`src/hdl/sap_pkg.sv`:
```
// Package of the shelf atlas packer: sizes, codes, register map and the
// structs passed between controller, datapath and register block. No dependencies.
`default_nettype none

package sap_pkg;

	localparam int MAX_PAGES = 8;
	localparam int PAGE_W = (MAX_PAGES > 1) ? $clog2(MAX_PAGES) : 1;
	localparam int CNT_W = $clog2(MAX_PAGES + 1);
	localparam int DIM_W = 12;
	localparam int SIZE_W = 13;
	localparam int GAP_W = 8;
	localparam int IDX_OUT_W = 3;
	localparam int STATUS_W = 2;
	localparam int ADDR_W = 4;
	localparam int DATA_W = 32;
	localparam int REG_IDX_W = 2;

	localparam logic [SIZE_W-1:0] DIM_CAP = SIZE_W'(4096);
	localparam logic [SIZE_W-1:0] RST_ATLAS_WIDTH = SIZE_W'(1024);
	localparam logic [SIZE_W-1:0] RST_ATLAS_HEIGHT = SIZE_W'(1024);
	localparam logic [GAP_W-1:0] RST_SHELF_GAP = '0;

	localparam logic [REG_IDX_W-1:0] REG_ATLAS_WIDTH = 2'd0;
	localparam logic [REG_IDX_W-1:0] REG_ATLAS_HEIGHT = 2'd1;
	localparam logic [REG_IDX_W-1:0] REG_SHELF_GAP = 2'd2;

	localparam logic ACT_INSERT = 1'b0;
	localparam logic ACT_CLEAR = 1'b1;

	typedef enum logic [STATUS_W-1:0] {
		ST_PLACED = 2'd0,
		ST_TOO_LARGE = 2'd1,
		ST_NO_PAGE = 2'd2,
		ST_CLEARED = 2'd3
	} status_t;

	typedef struct packed {
		logic [SIZE_W-1:0] atlas_width;
		logic [SIZE_W-1:0] atlas_height;
		logic [GAP_W-1:0] shelf_gap;
	} cfg_t;

	typedef struct packed {
		logic load;
		logic advance;
		logic finish;
	} cmd_t;

	typedef struct packed {
		logic is_clear;
		logic fits;
		logic last;
	} stat_t;

endpackage

`default_nettype wire

```
`src/hdl/sap_if.sv`:
```
// Word channels of the shelf packer: request words in, result words out.
// Depends on sap_pkg for the field widths and the status type.
`default_nettype none

interface sap_req_if;
	import sap_pkg::*;
	logic valid;
	logic ready;
	logic action;
	logic [DIM_W-1:0] quad_width;
	logic [DIM_W-1:0] quad_height;
	modport source (output valid, action, quad_width, quad_height, input ready);
	modport sink (input valid, action, quad_width, quad_height, output ready);
endinterface

interface sap_rsp_if;
	import sap_pkg::*;
	logic valid;
	logic ready;
	status_t status;
	logic [IDX_OUT_W-1:0] page_index;
	logic [DIM_W-1:0] pos_x;
	logic [DIM_W-1:0] pos_y;
	logic opened_page;
	modport source (output valid, status, page_index, pos_x, pos_y, opened_page,
		input ready);
	modport sink (input valid, status, page_index, pos_x, pos_y, opened_page,
		output ready);
endinterface

`default_nettype wire

```
`src/hdl/sap_regs.sv`:
```
// APB-style register block holding page width, page height and shelf gap.
// Depends on sap_pkg for the register map and the configuration struct.
`default_nettype none

module sap_regs (
	input wire logic clk,
	input wire logic arst_n,
	input wire logic psel,
	input wire logic penable,
	input wire logic pwrite,
	input wire logic [sap_pkg::ADDR_W-1:0] paddr,
	input wire logic [sap_pkg::DATA_W-1:0] pwdata,
	output logic [sap_pkg::DATA_W-1:0] prdata,
	output logic pready,
	output sap_pkg::cfg_t cfg
);
	import sap_pkg::*;

	cfg_t cfg_q;
	logic wr_en;
	logic [REG_IDX_W-1:0] reg_idx;
	logic addr_hit;

	assign pready = 1'b1;
	assign reg_idx = paddr[ADDR_W-1:2];
	assign addr_hit = (paddr[1:0] == 2'b00);
	assign wr_en = psel && penable && pwrite && pready && addr_hit;
	assign cfg = cfg_q;

	always_ff @(posedge clk or negedge arst_n) begin
		if (!arst_n) begin
			cfg_q.atlas_width <= RST_ATLAS_WIDTH;
			cfg_q.atlas_height <= RST_ATLAS_HEIGHT;
			cfg_q.shelf_gap <= RST_SHELF_GAP;
		end else if (wr_en) begin
			unique case (reg_idx)
				REG_ATLAS_WIDTH: cfg_q.atlas_width <= pwdata[SIZE_W-1:0];
				REG_ATLAS_HEIGHT: cfg_q.atlas_height <= pwdata[SIZE_W-1:0];
				REG_SHELF_GAP: cfg_q.shelf_gap <= pwdata[GAP_W-1:0];
				default: ;
			endcase
		end
	end

	always_comb begin
		prdata = '0;
		if (addr_hit) begin
			unique case (reg_idx)
				REG_ATLAS_WIDTH: prdata = DATA_W'(cfg_q.atlas_width);
				REG_ATLAS_HEIGHT: prdata = DATA_W'(cfg_q.atlas_height);
				REG_SHELF_GAP: prdata = DATA_W'(cfg_q.shelf_gap);
				default: prdata = '0;
			endcase
		end
	end

endmodule

`default_nettype wire

```
`src/hdl/sap_ctrl.sv`:
```
// Controller of the shelf packer: takes a word, walks the pages one per cycle
// and hands the finished result to the output register once it is free. Depends on sap_pkg.
`default_nettype none

module sap_ctrl (
	input wire logic clk,
	input wire logic arst_n,
	input wire logic req_valid,
	output logic req_ready,
	output logic rsp_valid,
	input wire logic rsp_ready,
	input wire sap_pkg::stat_t stat,
	output sap_pkg::cmd_t cmd
);
	import sap_pkg::*;

	typedef enum logic [1:0] {
		S_IDLE = 2'b01,
		S_WALK = 2'b10
	} state_t;

	state_t state_q;
	logic rsp_valid_q;
	logic out_free;
	logic done_now;

	assign req_ready = (state_q == S_IDLE);
	assign rsp_valid = rsp_valid_q;
	assign out_free = !rsp_valid_q || rsp_ready;
	assign done_now = stat.is_clear || stat.fits || stat.last;

	always_comb begin
		cmd = '0;
		unique case (state_q)
			S_IDLE: cmd.load = req_valid;
			S_WALK: begin
				cmd.finish = done_now && out_free;
				cmd.advance = !done_now;
			end
			default: cmd = '0;
		endcase
	end

	always_ff @(posedge clk or negedge arst_n) begin
		if (!arst_n) begin
			state_q <= S_IDLE;
			rsp_valid_q <= 1'b0;
		end else begin
			if (cmd.finish) begin
				rsp_valid_q <= 1'b1;
			end else if (rsp_ready) begin
				rsp_valid_q <= 1'b0;
			end
			unique case (state_q)
				S_IDLE: if (req_valid) begin
					state_q <= S_WALK;
				end
				S_WALK: if (cmd.finish) begin
					state_q <= S_IDLE;
				end
				default: state_q <= S_IDLE;
			endcase
		end
	end

endmodule

`default_nettype wire

```
`src/hdl/sap_dp.sv`:
```
// Datapath of the shelf packer: page records, the trial placement on the
// current page and the result register. Depends on sap_pkg.
`default_nettype none

module sap_dp (
	input wire logic clk,
	input wire logic arst_n,
	input wire sap_pkg::cfg_t cfg,
	input wire sap_pkg::cmd_t cmd,
	input wire logic in_action,
	input wire logic [sap_pkg::DIM_W-1:0] in_quad_width,
	input wire logic [sap_pkg::DIM_W-1:0] in_quad_height,
	output sap_pkg::stat_t stat,
	output sap_pkg::status_t out_status,
	output logic [sap_pkg::IDX_OUT_W-1:0] out_page_index,
	output logic [sap_pkg::DIM_W-1:0] out_pos_x,
	output logic [sap_pkg::DIM_W-1:0] out_pos_y,
	output logic out_opened_page
);
	import sap_pkg::*;

	logic action_q;
	logic [DIM_W-1:0] qw_q;
	logic [DIM_W-1:0] qh_q;
	logic [PAGE_W-1:0] page_q;
	logic [CNT_W-1:0] used_q;
	logic [DIM_W-1:0] cur_x_q [MAX_PAGES];
	logic [DIM_W-1:0] cur_y_q [MAX_PAGES];
	logic [DIM_W-1:0] shelf_q [MAX_PAGES];

	logic [SIZE_W-1:0] w_cap;
	logic [SIZE_W-1:0] h_cap;
	logic [DIM_W-1:0] x_rd;
	logic [DIM_W-1:0] y_rd;
	logic [DIM_W-1:0] sh_rd;
	logic [SIZE_W-1:0] right_edge;
	logic wrap;
	logic [DIM_W+1:0] y_next_shelf;
	logic [DIM_W+1:0] y_try;
	logic [DIM_W-1:0] x_try;
	logic [DIM_W-1:0] sh_try;
	logic [DIM_W+2:0] bottom;
	logic fits;
	logic too_large;
	logic full;
	logic [PAGE_W-1:0] new_page;

	status_t res_status;
	logic [IDX_OUT_W-1:0] res_page_index;
	logic [DIM_W-1:0] res_pos_x;
	logic [DIM_W-1:0] res_pos_y;
	logic res_opened_page;

	assign w_cap = (cfg.atlas_width > DIM_CAP) ? DIM_CAP : cfg.atlas_width;
	assign h_cap = (cfg.atlas_height > DIM_CAP) ? DIM_CAP : cfg.atlas_height;

	assign x_rd = cur_x_q[page_q];
	assign y_rd = cur_y_q[page_q];
	assign sh_rd = shelf_q[page_q];

	assign right_edge = {1'b0, x_rd} + {1'b0, qw_q};
	assign wrap = right_edge >= w_cap;
	assign y_next_shelf = {2'b00, y_rd} + {2'b00, sh_rd} + (DIM_W + 2)'(cfg.shelf_gap);
	assign y_try = wrap ? y_next_shelf : {2'b00, y_rd};
	assign x_try = wrap ? '0 : x_rd;
	assign sh_try = wrap ? '0 : sh_rd;
	assign bottom = {1'b0, y_try} + (DIM_W + 3)'(qh_q);
	assign fits = bottom < (DIM_W + 3)'(h_cap);

	assign too_large = ({1'b0, qw_q} >= w_cap) || ({1'b0, qh_q} >= h_cap);
	assign full = used_q >= CNT_W'(MAX_PAGES);
	assign new_page = used_q[PAGE_W-1:0];

	assign stat.is_clear = (action_q == ACT_CLEAR);
	assign stat.fits = fits;
	assign stat.last = (CNT_W'(page_q) + CNT_W'(1)) >= used_q;

	always_ff @(posedge clk) begin
		if (cmd.load) begin
			action_q <= in_action;
			qw_q <= in_quad_width;
			qh_q <= in_quad_height;
		end
	end

	always_ff @(posedge clk or negedge arst_n) begin
		if (!arst_n) begin
			page_q <= '0;
			used_q <= CNT_W'(1);
			for (int i = 0; i < MAX_PAGES; i++) begin
				cur_x_q[i] <= '0;
				cur_y_q[i] <= '0;
				shelf_q[i] <= '0;
			end
		end else if (cmd.load) begin
			page_q <= '0;
		end else if (cmd.advance) begin
			page_q <= page_q + PAGE_W'(1);
		end else if (cmd.finish) begin
			priority if (stat.is_clear) begin
				for (int i = 0; i < MAX_PAGES; i++) begin
					cur_x_q[i] <= '0;
					cur_y_q[i] <= '0;
					shelf_q[i] <= '0;
				end
			end else if (fits) begin
				cur_x_q[page_q] <= x_try + qw_q;
				cur_y_q[page_q] <= y_try[DIM_W-1:0];
				shelf_q[page_q] <= (sh_try > qh_q) ? sh_try : qh_q;
			end else if (!too_large && !full) begin
				cur_x_q[new_page] <= qw_q;
				cur_y_q[new_page] <= '0;
				shelf_q[new_page] <= qh_q;
				used_q <= used_q + CNT_W'(1);
			end else begin
				// A refused quad leaves every page as it was.
			end
		end
	end

	always_comb begin
		res_status = ST_PLACED;
		res_page_index = '0;
		res_pos_x = '0;
		res_pos_y = '0;
		res_opened_page = 1'b0;
		priority if (stat.is_clear) begin
			res_status = ST_CLEARED;
		end else if (fits) begin
			res_status = ST_PLACED;
			res_page_index = IDX_OUT_W'(page_q);
			res_pos_x = x_try;
			res_pos_y = y_try[DIM_W-1:0];
		end else if (too_large) begin
			res_status = ST_TOO_LARGE;
		end else if (full) begin
			res_status = ST_NO_PAGE;
		end else begin
			res_status = ST_PLACED;
			res_page_index = IDX_OUT_W'(new_page);
			res_opened_page = 1'b1;
		end
	end

	always_ff @(posedge clk) begin
		if (cmd.finish) begin
			out_status <= res_status;
			out_page_index <= res_page_index;
			out_pos_x <= res_pos_x;
			out_pos_y <= res_pos_y;
			out_opened_page <= res_opened_page;
		end
	end

endmodule

`default_nettype wire

```
`src/hdl/shelf_atlas_packer.sv`:
```
// Shelf atlas packer: first-fit placement of quads over up to MAX_PAGES pages.
// A word is loaded on acceptance; an insert then walks the pages in use in order, from
// the first, until the quad fits or the last page is reached, and a clear needs no walk.
// The result goes to the output register once it is free; one word is walked at a time;
// the next word is taken once the last result is in the output register.
// Reset is asynchronous: cursors and shelves zero, one page in use, registers to defaults.
`default_nettype none

module shelf_atlas_packer (
	input wire logic clk,
	input wire logic arst_n,
	sap_req_if.sink req,
	sap_rsp_if.source rsp,
	input wire logic psel,
	input wire logic penable,
	input wire logic pwrite,
	input wire logic [sap_pkg::ADDR_W-1:0] paddr,
	input wire logic [sap_pkg::DATA_W-1:0] pwdata,
	output logic [sap_pkg::DATA_W-1:0] prdata,
	output logic pready
);
	import sap_pkg::*;

	cfg_t cfg;
	cmd_t cmd;
	stat_t stat;

	sap_regs u_regs (
		.clk(clk),
		.arst_n(arst_n),
		.psel(psel),
		.penable(penable),
		.pwrite(pwrite),
		.paddr(paddr),
		.pwdata(pwdata),
		.prdata(prdata),
		.pready(pready),
		.cfg(cfg)
	);

	sap_ctrl u_ctrl (
		.clk(clk),
		.arst_n(arst_n),
		.req_valid(req.valid),
		.req_ready(req.ready),
		.rsp_valid(rsp.valid),
		.rsp_ready(rsp.ready),
		.stat(stat),
		.cmd(cmd)
	);

	sap_dp u_dp (
		.clk(clk),
		.arst_n(arst_n),
		.cfg(cfg),
		.cmd(cmd),
		.in_action(req.action),
		.in_quad_width(req.quad_width),
		.in_quad_height(req.quad_height),
		.stat(stat),
		.out_status(rsp.status),
		.out_page_index(rsp.page_index),
		.out_pos_x(rsp.pos_x),
		.out_pos_y(rsp.pos_y),
		.out_opened_page(rsp.opened_page)
	);

endmodule

`default_nettype wire

```
`src/flat_wrapper.sv`:
```
// flat-port wrapper written by rule: the top's interface ports become plain ports
module shelf_atlas_packer_flat import sap_pkg::*;
  (clk, arst_n, psel, penable, pwrite, paddr, pwdata, prdata, pready, req_valid, req_action, req_quad_width, req_quad_height, req_ready, rsp_valid, rsp_status, rsp_page_index, rsp_pos_x, rsp_pos_y, rsp_opened_page, rsp_ready);
  sap_req_if req_i ();
  sap_rsp_if rsp_i ();
  input wire logic clk;
  input wire logic arst_n;
  input wire logic psel;
  input wire logic penable;
  input wire logic pwrite;
  input wire logic [sap_pkg::ADDR_W-1:0] paddr;
  input wire logic [sap_pkg::DATA_W-1:0] pwdata;
  output logic [sap_pkg::DATA_W-1:0] prdata;
  output logic pready;
  input wire logic [$bits(req_i.valid)-1:0] req_valid;
  input wire logic [$bits(req_i.action)-1:0] req_action;
  input wire logic [$bits(req_i.quad_width)-1:0] req_quad_width;
  input wire logic [$bits(req_i.quad_height)-1:0] req_quad_height;
  output wire logic [$bits(req_i.ready)-1:0] req_ready;
  output wire logic [$bits(rsp_i.valid)-1:0] rsp_valid;
  output wire logic [$bits(rsp_i.status)-1:0] rsp_status;
  output wire logic [$bits(rsp_i.page_index)-1:0] rsp_page_index;
  output wire logic [$bits(rsp_i.pos_x)-1:0] rsp_pos_x;
  output wire logic [$bits(rsp_i.pos_y)-1:0] rsp_pos_y;
  output wire logic [$bits(rsp_i.opened_page)-1:0] rsp_opened_page;
  input wire logic [$bits(rsp_i.ready)-1:0] rsp_ready;
  assign req_i.valid = req_valid;
  assign req_i.action = req_action;
  assign req_i.quad_width = req_quad_width;
  assign req_i.quad_height = req_quad_height;
  assign req_ready = req_i.ready;
  assign rsp_valid = rsp_i.valid;
  assign rsp_status = rsp_i.status;
  assign rsp_page_index = rsp_i.page_index;
  assign rsp_pos_x = rsp_i.pos_x;
  assign rsp_pos_y = rsp_i.pos_y;
  assign rsp_opened_page = rsp_i.opened_page;
  assign rsp_i.ready = rsp_ready;
  shelf_atlas_packer u_core (.clk(clk), .arst_n(arst_n), .req(req_i), .rsp(rsp_i), .psel(psel), .penable(penable), .pwrite(pwrite), .paddr(paddr), .pwdata(pwdata), .prdata(prdata), .pready(pready));
endmodule
```
`config.mk`:
```
export PLATFORM = sky130hd
export DESIGN_NAME = shelf_atlas_packer_flat
export DESIGN_NICKNAME = d
export VERILOG_FILES = /design/src/hdl/sap_pkg.sv /design/src/hdl/sap_if.sv /design/src/hdl/sap_regs.sv /design/src/hdl/sap_ctrl.sv /design/src/hdl/sap_dp.sv /design/src/hdl/shelf_atlas_packer.sv /design/src/flat_wrapper.sv
export SDC_FILE = /design/constraint.sdc
export NUM_CORES = 1
export LEC_CHECK = 0
export BUFFER_PORTS_ARGS = -buffer_cell sky130_fd_sc_hd__clkbuf_2
export CAP_MARGIN = 15
export CORE_MARGIN = 2
export CORE_UTILIZATION = 50
export CTS_CLUSTER_DIAMETER = 50
export CTS_CLUSTER_SIZE = 40
export DETAILED_ROUTE_END_ITERATION = 16
export GPL_ROUTABILITY_DRIVEN = 0
export HOLD_SLACK_MARGIN = 0.15
export MAX_ROUTING_LAYER = met4
export PLACE_DENSITY_LB_ADDON = 0.2
export SLEW_MARGIN = 20
export SYNTH_ARGS = -nofsm -noshare
export SYNTH_HDL_FRONTEND = slang
export SYNTH_SLANG_ARGS = --single-unit
```
`constraint.sdc`:
```
create_clock -name clk -period 12.35 [get_ports clk]
set_clock_uncertainty 0.1 [all_clocks]
set_input_delay 2.47 -clock clk [delete_from_list [all_inputs] [get_ports clk]]
set_output_delay 2.47 -clock clk [all_outputs]
set_load 0.05 [all_outputs]
```
Yosys cells after proc, flatten, opt, wreduce, memory -nomap -nowiden
Index checks and enable logic that the tools add are counted.
{"block": "totals", "elab_cells": 153, "inputBits": 68, "ff_bits": 387}
{"block": "op_classes", "n_bitwise": 8, "n_reduce_logical": 28, "add_sub_neg": 8, "eq_ne": 6, "order_cmp": 13, "n_mux": 51}
{"op": "$mux W96", "count": 9}
{"op": "$bwmux W96", "count": 5}
{"op": "$mux W12", "count": 11}
{"op": "$bmux W12 S3", "count": 3}
{"op": "$and A96 B96 Y96", "count": 1}
{"op": "$not A96 Y96", "count": 1}
{"op": "$demux W12 S3", "count": 2}
{"op": "$mux W13", "count": 3}
{"op": "$pmux W13 S3", "count": 1}
{"op": "$add A12 B12 Y13", "count": 2}
{"op": "$ge A12 B13 Y1", "count": 2}
{"op": "$gt A13 B13 Y1 const B", "count": 2}
{"op": "$add A14 B12 Y15", "count": 1}
{"op": "$lt A15 B13 Y1", "count": 1}
{"op": "$mux W3", "count": 5}
{"op": "$add A13 B8 Y14", "count": 1}
{"op": "$mux W14", "count": 1}
{"op": "$ge A13 B13 Y1", "count": 1}
{"op": "$add A12 B12 Y12", "count": 1}
{"op": "$ge A4 B4 Y1 const B", "count": 3}
{"op": "$gt A12 B12 Y1", "count": 1}
{"op": "$mux W2", "count": 6}
{"op": "$lt A4 B1 Y1 const B", "count": 2}
{"op": "$not A3 Y4", "count": 2}
{"op": "22 further kinds", "count": 47}

Logic depth before layout (Yosys ltp)
{"block": "depth", "word_depth": 15, "ltp_mapped": 51}

Modules after synthesis
Synthesis repeated with hierarchy kept, for this count alone.
{"block": "hier_totals", "hier_cells": 2047, "area_unflattened_um2": 22821.9}
{"mod": "sap_dp", "instances": 1, "area_each_um2": 20847.5, "cells_per_inst": 1885}
{"mod": "sap_regs", "instances": 1, "area_each_um2": 1808.0, "cells_per_inst": 148}
{"mod": "sap_ctrl", "instances": 1, "area_each_um2": 166.4, "cells_per_inst": 14}

Worst setup path after synthesis
OpenSTA, ideal clock, no wires.
{"block": "synth_timing", "kind": "reg-to-reg", "from": "register u_core.u_dp.page_q[1]", "to": "register u_core.u_dp.out_opened_page (enable)", "arrival_time_ns": 10.378, "path_slack_ns": 1.455, "stages_incl_launch_ff": 47, "t_required_ns": 11.833, "path_buffers": 8, "setup_time_ns": 0.417, "period_less_slack_ns": 10.895, "path_cell_list": "dfrtp_1 -> clkbuf_1 -> clkbuf_1 -> nor3b_1 -> clkbuf_1 -> buf_1 -> a22oi_1 -> and3_1 -> inv_1 -> ha_1 -> inv_1 -> fa_1 -> nor2b_1 -> o21ai_0 -> a21boi_0 -> o21ai_0 -> nand2b_1 -> a21o_1 -> [... 11 more ...] -> clkinv_1 -> ha_1 -> nor2b_1 -> o31a_1 -> o21a_1 -> nor2_1 -> o21bai_1 -> a21oi_1 -> xnor2_1 -> ha_1 -> a211o_1 -> o211ai_1 -> o211a_1 -> o21ai_0 -> clkbuf_1 -> o21ai_2 -> nor2_1 -> nor2_1"}
{"item": "from (decl)", "line_no": "sap_dp.sv:25", "rtl": "logic [PAGE_W-1:0] page_q;"}
{"item": "from (signal assigned)", "line_no": "sap_dp.sv:98", "rtl": "page_q <= page_q + PAGE_W'(1);"}
{"item": "to (signal assigned)", "line_no": "sap_dp.sv:151", "rtl": "out_opened_page <= res_opened_page;"}
{"item": "to (decl)", "line_no": "sap_dp.sv:18", "rtl": "output logic out_opened_page"}

Worst setup path in the final report
{"block": "layout_timing", "from": "register u_core.u_dp.page_q[2]", "to": "register u_core.u_dp.cur_y_q[42] (netlist bit)"}
{"block": "layout_via", "elab_chain_cells": 15}
{"item": "$not A3 Y4 (implied by the code) (*)", "line_no": "sap_dp.sv:57, sap_dp.sv:58, sap_dp.sv:59"}
{"item": "$bmux W12 S3, on equally long branches", "line_no": "sap_dp.sv:58, sap_dp.sv:57, sap_dp.sv:59"}
{"item": "$mux W12, on equally long branches (2 in series)", "line_no": "sap_dp.sv:58, sap_dp.sv:57, sap_dp.sv:59"}
{"item": "$add A12 B12 Y13, on equally long branches", "line_no": "sap_dp.sv:63, sap_dp.sv:61"}
{"item": "$add A13 B8 Y14 or $ge A13 B13 Y1 (tied branches)", "line_no": "sap_dp.sv:63, sap_dp.sv:62"}
{"item": "$mux W14 (*)", "line_no": "sap_dp.sv:64", "rtl": "assign y_try = wrap ? y_next_shelf : {2'b00, y_rd};"}
{"item": "named net u_core.u_dp.y_try[9]", "line_no": "sap_dp.sv:39", "rtl": "logic [DIM_W+1:0] y_try;"}
{"item": "$add A14 B12 Y15 (*)", "line_no": "sap_dp.sv:67", "rtl": "assign bottom = {1'b0, y_try} + (DIM_W + 3)'(qh_q);"}
{"item": "$lt A15 B13 Y1 (*)", "line_no": "sap_dp.sv:68", "rtl": "assign fits = bottom < (DIM_W + 3)'(h_cap);"}
{"item": "$logic_or A1 B1 Y1 (2 in series)", "line_no": "sap_ctrl.sv:30", "rtl": "assign done_now = stat.is_clear || stat.fits || stat.last;"}
{"item": "$logic_not A1 Y1", "line_no": "sap_ctrl.sv:38", "rtl": "cmd.advance = !done_now;"}
{"item": "$mux W2", "line_no": "sap_ctrl.sv:34", "rtl": "unique case (state_q)"}
{"item": "$not A1 Y1 (no source line)"}
{"item": "$reduce_and A4 Y1 (no source line)"}
{"item": "to (signal, indexed assignment)", "line_no": "sap_dp.sv:108", "rtl": "cur_y_q[page_q] <= y_try[DIM_W-1:0];"}
{"item": "to (decl)", "line_no": "sap_dp.sv:28", "rtl": "logic [DIM_W-1:0] cur_y_q [MAX_PAGES];"}
Mark *: on every way through the listed nets, which the timed path passes. The rest lies on a longest branch. The select of a mux whose other input is x is not followed.
A chain may end at the register's enable or synchronous reset.

==> results.cfg <==
[power_and_ir_drop]
ir_worst_vdd_uv = 320
leakagePower_nw = 11.8
total_power_w = 0.00665
p_per_area_nw_per_um2 = 261

[floorplanning]
fp-row-count = 78
dieArea_um2 = 47200
die_w_um = 217
initial_core_util_pct = 50.4
fp.coreArea_um2 = 45100
io_pins = 133
fp.dieH_um = 217

[clock_tree]
cts_sinks = 387
path_clk_slew_ns = 0.08
cts_max_level = 2
cts_buffers = 42
ctsHoldBuffers = 0
cts_tree = yes
clk_latency_ns = 0.59
post_cts_resized = 0
cts_setup_buffers = 0
root_buffer = clkbuf_16
cts_max_path_buffers = 3

[timing]
worstMarginPinSlew_ns = 1.19
rsz0062_at_grt = no
post-route-period-util_pct = 93.3
drv_slew = 0
fin_crit_ns = 11.53
setup_violations = 0
maxSlewHeadroom_pct = 20.4
hold_viol_final = 0
fin_setup_tns_ns = 0
fmax_ghz = 0.0868

[outcome]
status = complete, no violations

[synth]
ys_types = 81
netlist_instances = 2082
synth_top_area_cell = dfrtp_1
async_flop_share_pct = 85.8
yosysWarnings = 0
synth-edff-count = 55
synth_sequential_area_ratio_pct = 43.8
avgSynthCellArea_um2 = 10.9
synth_area_um2 = 22700
synth-seq-cells = 387
synth_common_cells = dfrtp_1 (328), o22ai_1 (211), mux2_2 (156), nor2_1 (134), ha_1 (118)
yosysMostFrequentCell = dfrtp_1
synthFlopType = dfrtp_1
netlist_top_cells_area = dfrtp_1 (36%), mux2_2 (7.7%), edfxtp_1 (7.3%), ha_1 (6.5%), o22ai_1 (5.8%)
synth_top_area_share_pct = 36.1

[routing]
num_vias = 18708
detail_route.wl_per_cell_um = 26.9
drt_iter0_drc = 2053
ant_nets = 0
drt-pass1-iter-count = 6
drcViolationCount = 0
drt-total-wl_mm = 75.3
routed_via_density = 6.70

[cells_and_area]
diodes = 0
layout.nets = 2359
fin_area_um2 = 25500
area_growth_pct = 12.0
drive_gt1_share_pct = 23.3

[setup_path]
cp_slowest_stage_delay_ns = 0.89
crit_required_ns = 12.76
worst_setup_path_start_kind = flip-flop
arrival_ns = 11.94
crit_fanout = 21
endpoint_kind = flip-flop
slowest_stage = nor2_1
worstSetupPathType = flip-flop to flip-flop

[global_routing]
grt_pass1_vias = 18602
grt_pass1_wl_mm = 114
antenna_found_initial = 0
grt_max_degree = 165
grt_usage_pct = 32.9
overflow = 0

[placement]
hpwl_mm = 48.3
io_buffers = 93
dpl_cell_area_um2 = 24000

[run]
cap_violations = 0

[hold_path]
hp-class = flip-flop to flip-flop
## final timing paths
check,from,to,slack [ns],cells past startpoint
min in group asynchronous,arst_n,u_core.u_dp.cur_y_q[30],1.83,1
hold reg to reg,u_core.u_dp.cur_y_q[21],u_core.u_dp.cur_y_q[21],0.40,1
max in group asynchronous,arst_n,u_core.u_dp.shelf_q[48],8.91,2
hold / removal,u_core.u_dp.cur_y_q[21],u_core.u_dp.cur_y_q[21],0.40,1
setup reg to reg,u_core.u_dp.page_q[2],u_core.u_dp.cur_y_q[42],0.82,45
setup / recovery,u_core.u_dp.page_q[2],u_core.u_dp.cur_y_q[42],0.82,45
## flip-flops by register name, indices dropped and copies added, names as in the netlist
register,count
u_core.u_dp.shelf_q,96
u_core.u_dp.action_q,1
u_core.u_dp.out_opened_page,1
u_core.u_dp.out_pos_y,12
u_core.u_dp.page_q,3
u_core.u_dp.out_page_index,3
u_core.u_dp.used_q,4
u_core.u_dp.cur_x_q,96
u_core.u_ctrl.rsp_valid,1
u_core.u_dp.out_pos_x,12
u_core.u_dp.cur_y_q,96
u_core.u_dp.out_status,2
u_core.u_dp.qw_q,12
u_core.u_ctrl.state_q,2
u_core.u_dp.qh_q,12
u_core.u_regs.cfg,34
## worst max-delay path, delay by kind of cell (launching register included)
family          cells  cell delay, ns
fa+ha+maj           5            1.46
xor+xnor            2            0.40
simple gates       10            2.37
buf+inv             8            1.72
mux                 2            0.81
compound gates     18            4.22
flops               1            0.36
## cells by family (layout without fill, tap and decap cells)
group | after synthesis | after routing | share of synthesized area, %
and+or+nand+nor | 396 | 396 | 8.14
xor gates and xnor gates | 40 | 40 | 1.54
DFF | 387 | 387 | 43.8
AOI/OAI and AO/OA | 624 | 624 | 20.0
adders and majority gates | 130 | 130 | 7.55
other | 2 | 20 | 0.0330
muxes | 260 | 260 | 13.9
buffers and inverters | 243 | 337 | 5.07
## area by class of cell
type                    count  area (um^2)
fillers                  3854        19600
multi-input cells        1470        11800
flip-flops and latches    387         9960
repair buffers            170         1210
clock buffers              51         1140
well taps                 600          751
inverters                  90          338
clock inverters            26          289
## metal layers
metal / up-vias / global-route usage [%] / part of all wire, %
li1: 8004 / - / -
met1: 9385 / 44.4 / 42
met2: 1077 / 48.7 / 44
met3: 242 / 6.50 / 10
met4: 0 / 13.2 / 4.1
met5: - / - / 0
## through the flow
stage / hold WS, ns / std cells / setup slack [ns] / utilization [%]
floorplan: 0.356 / 2100 / 1.46 / -
global placement: 0.373 / 2717 / 1.44 / 53.3
detailed placement: 0.378 / 2717 / 1.15 / 53.3
CTS: 0.400 / 2794 / 1.09 / 56.5
global route: 0.409 / 2794 / 0.236 / 56.5
finish: 0.404 / 2794 / 0.824 / 56.5
## where the power goes
part	switching (W)	internal [W]	total (W)	leakage, nW
logic	0.00249	0.00128	0.00377	6.07
clock network	0.000600	0.000706	0.00131	0.692
registers	0.000117	0.00145	0.00157	5.09
total	0.00321	0.00344	0.00665	11.8
## layout by cell type, fill, tap and decap left out, types with 55 or more instances in the layout
cell,count
dfrtp_1,328
o22ai_1,211
mux2_2,156
nor2_1,131
ha_1,118
nand2_1,116
a22o_1,106
clkbuf_2,92
inv_1,81
mux2_4,72
buf_4,64
a21oi_1,59
edfxtp_1,55
Note: power is estimated with default switching activity, not from simulation.
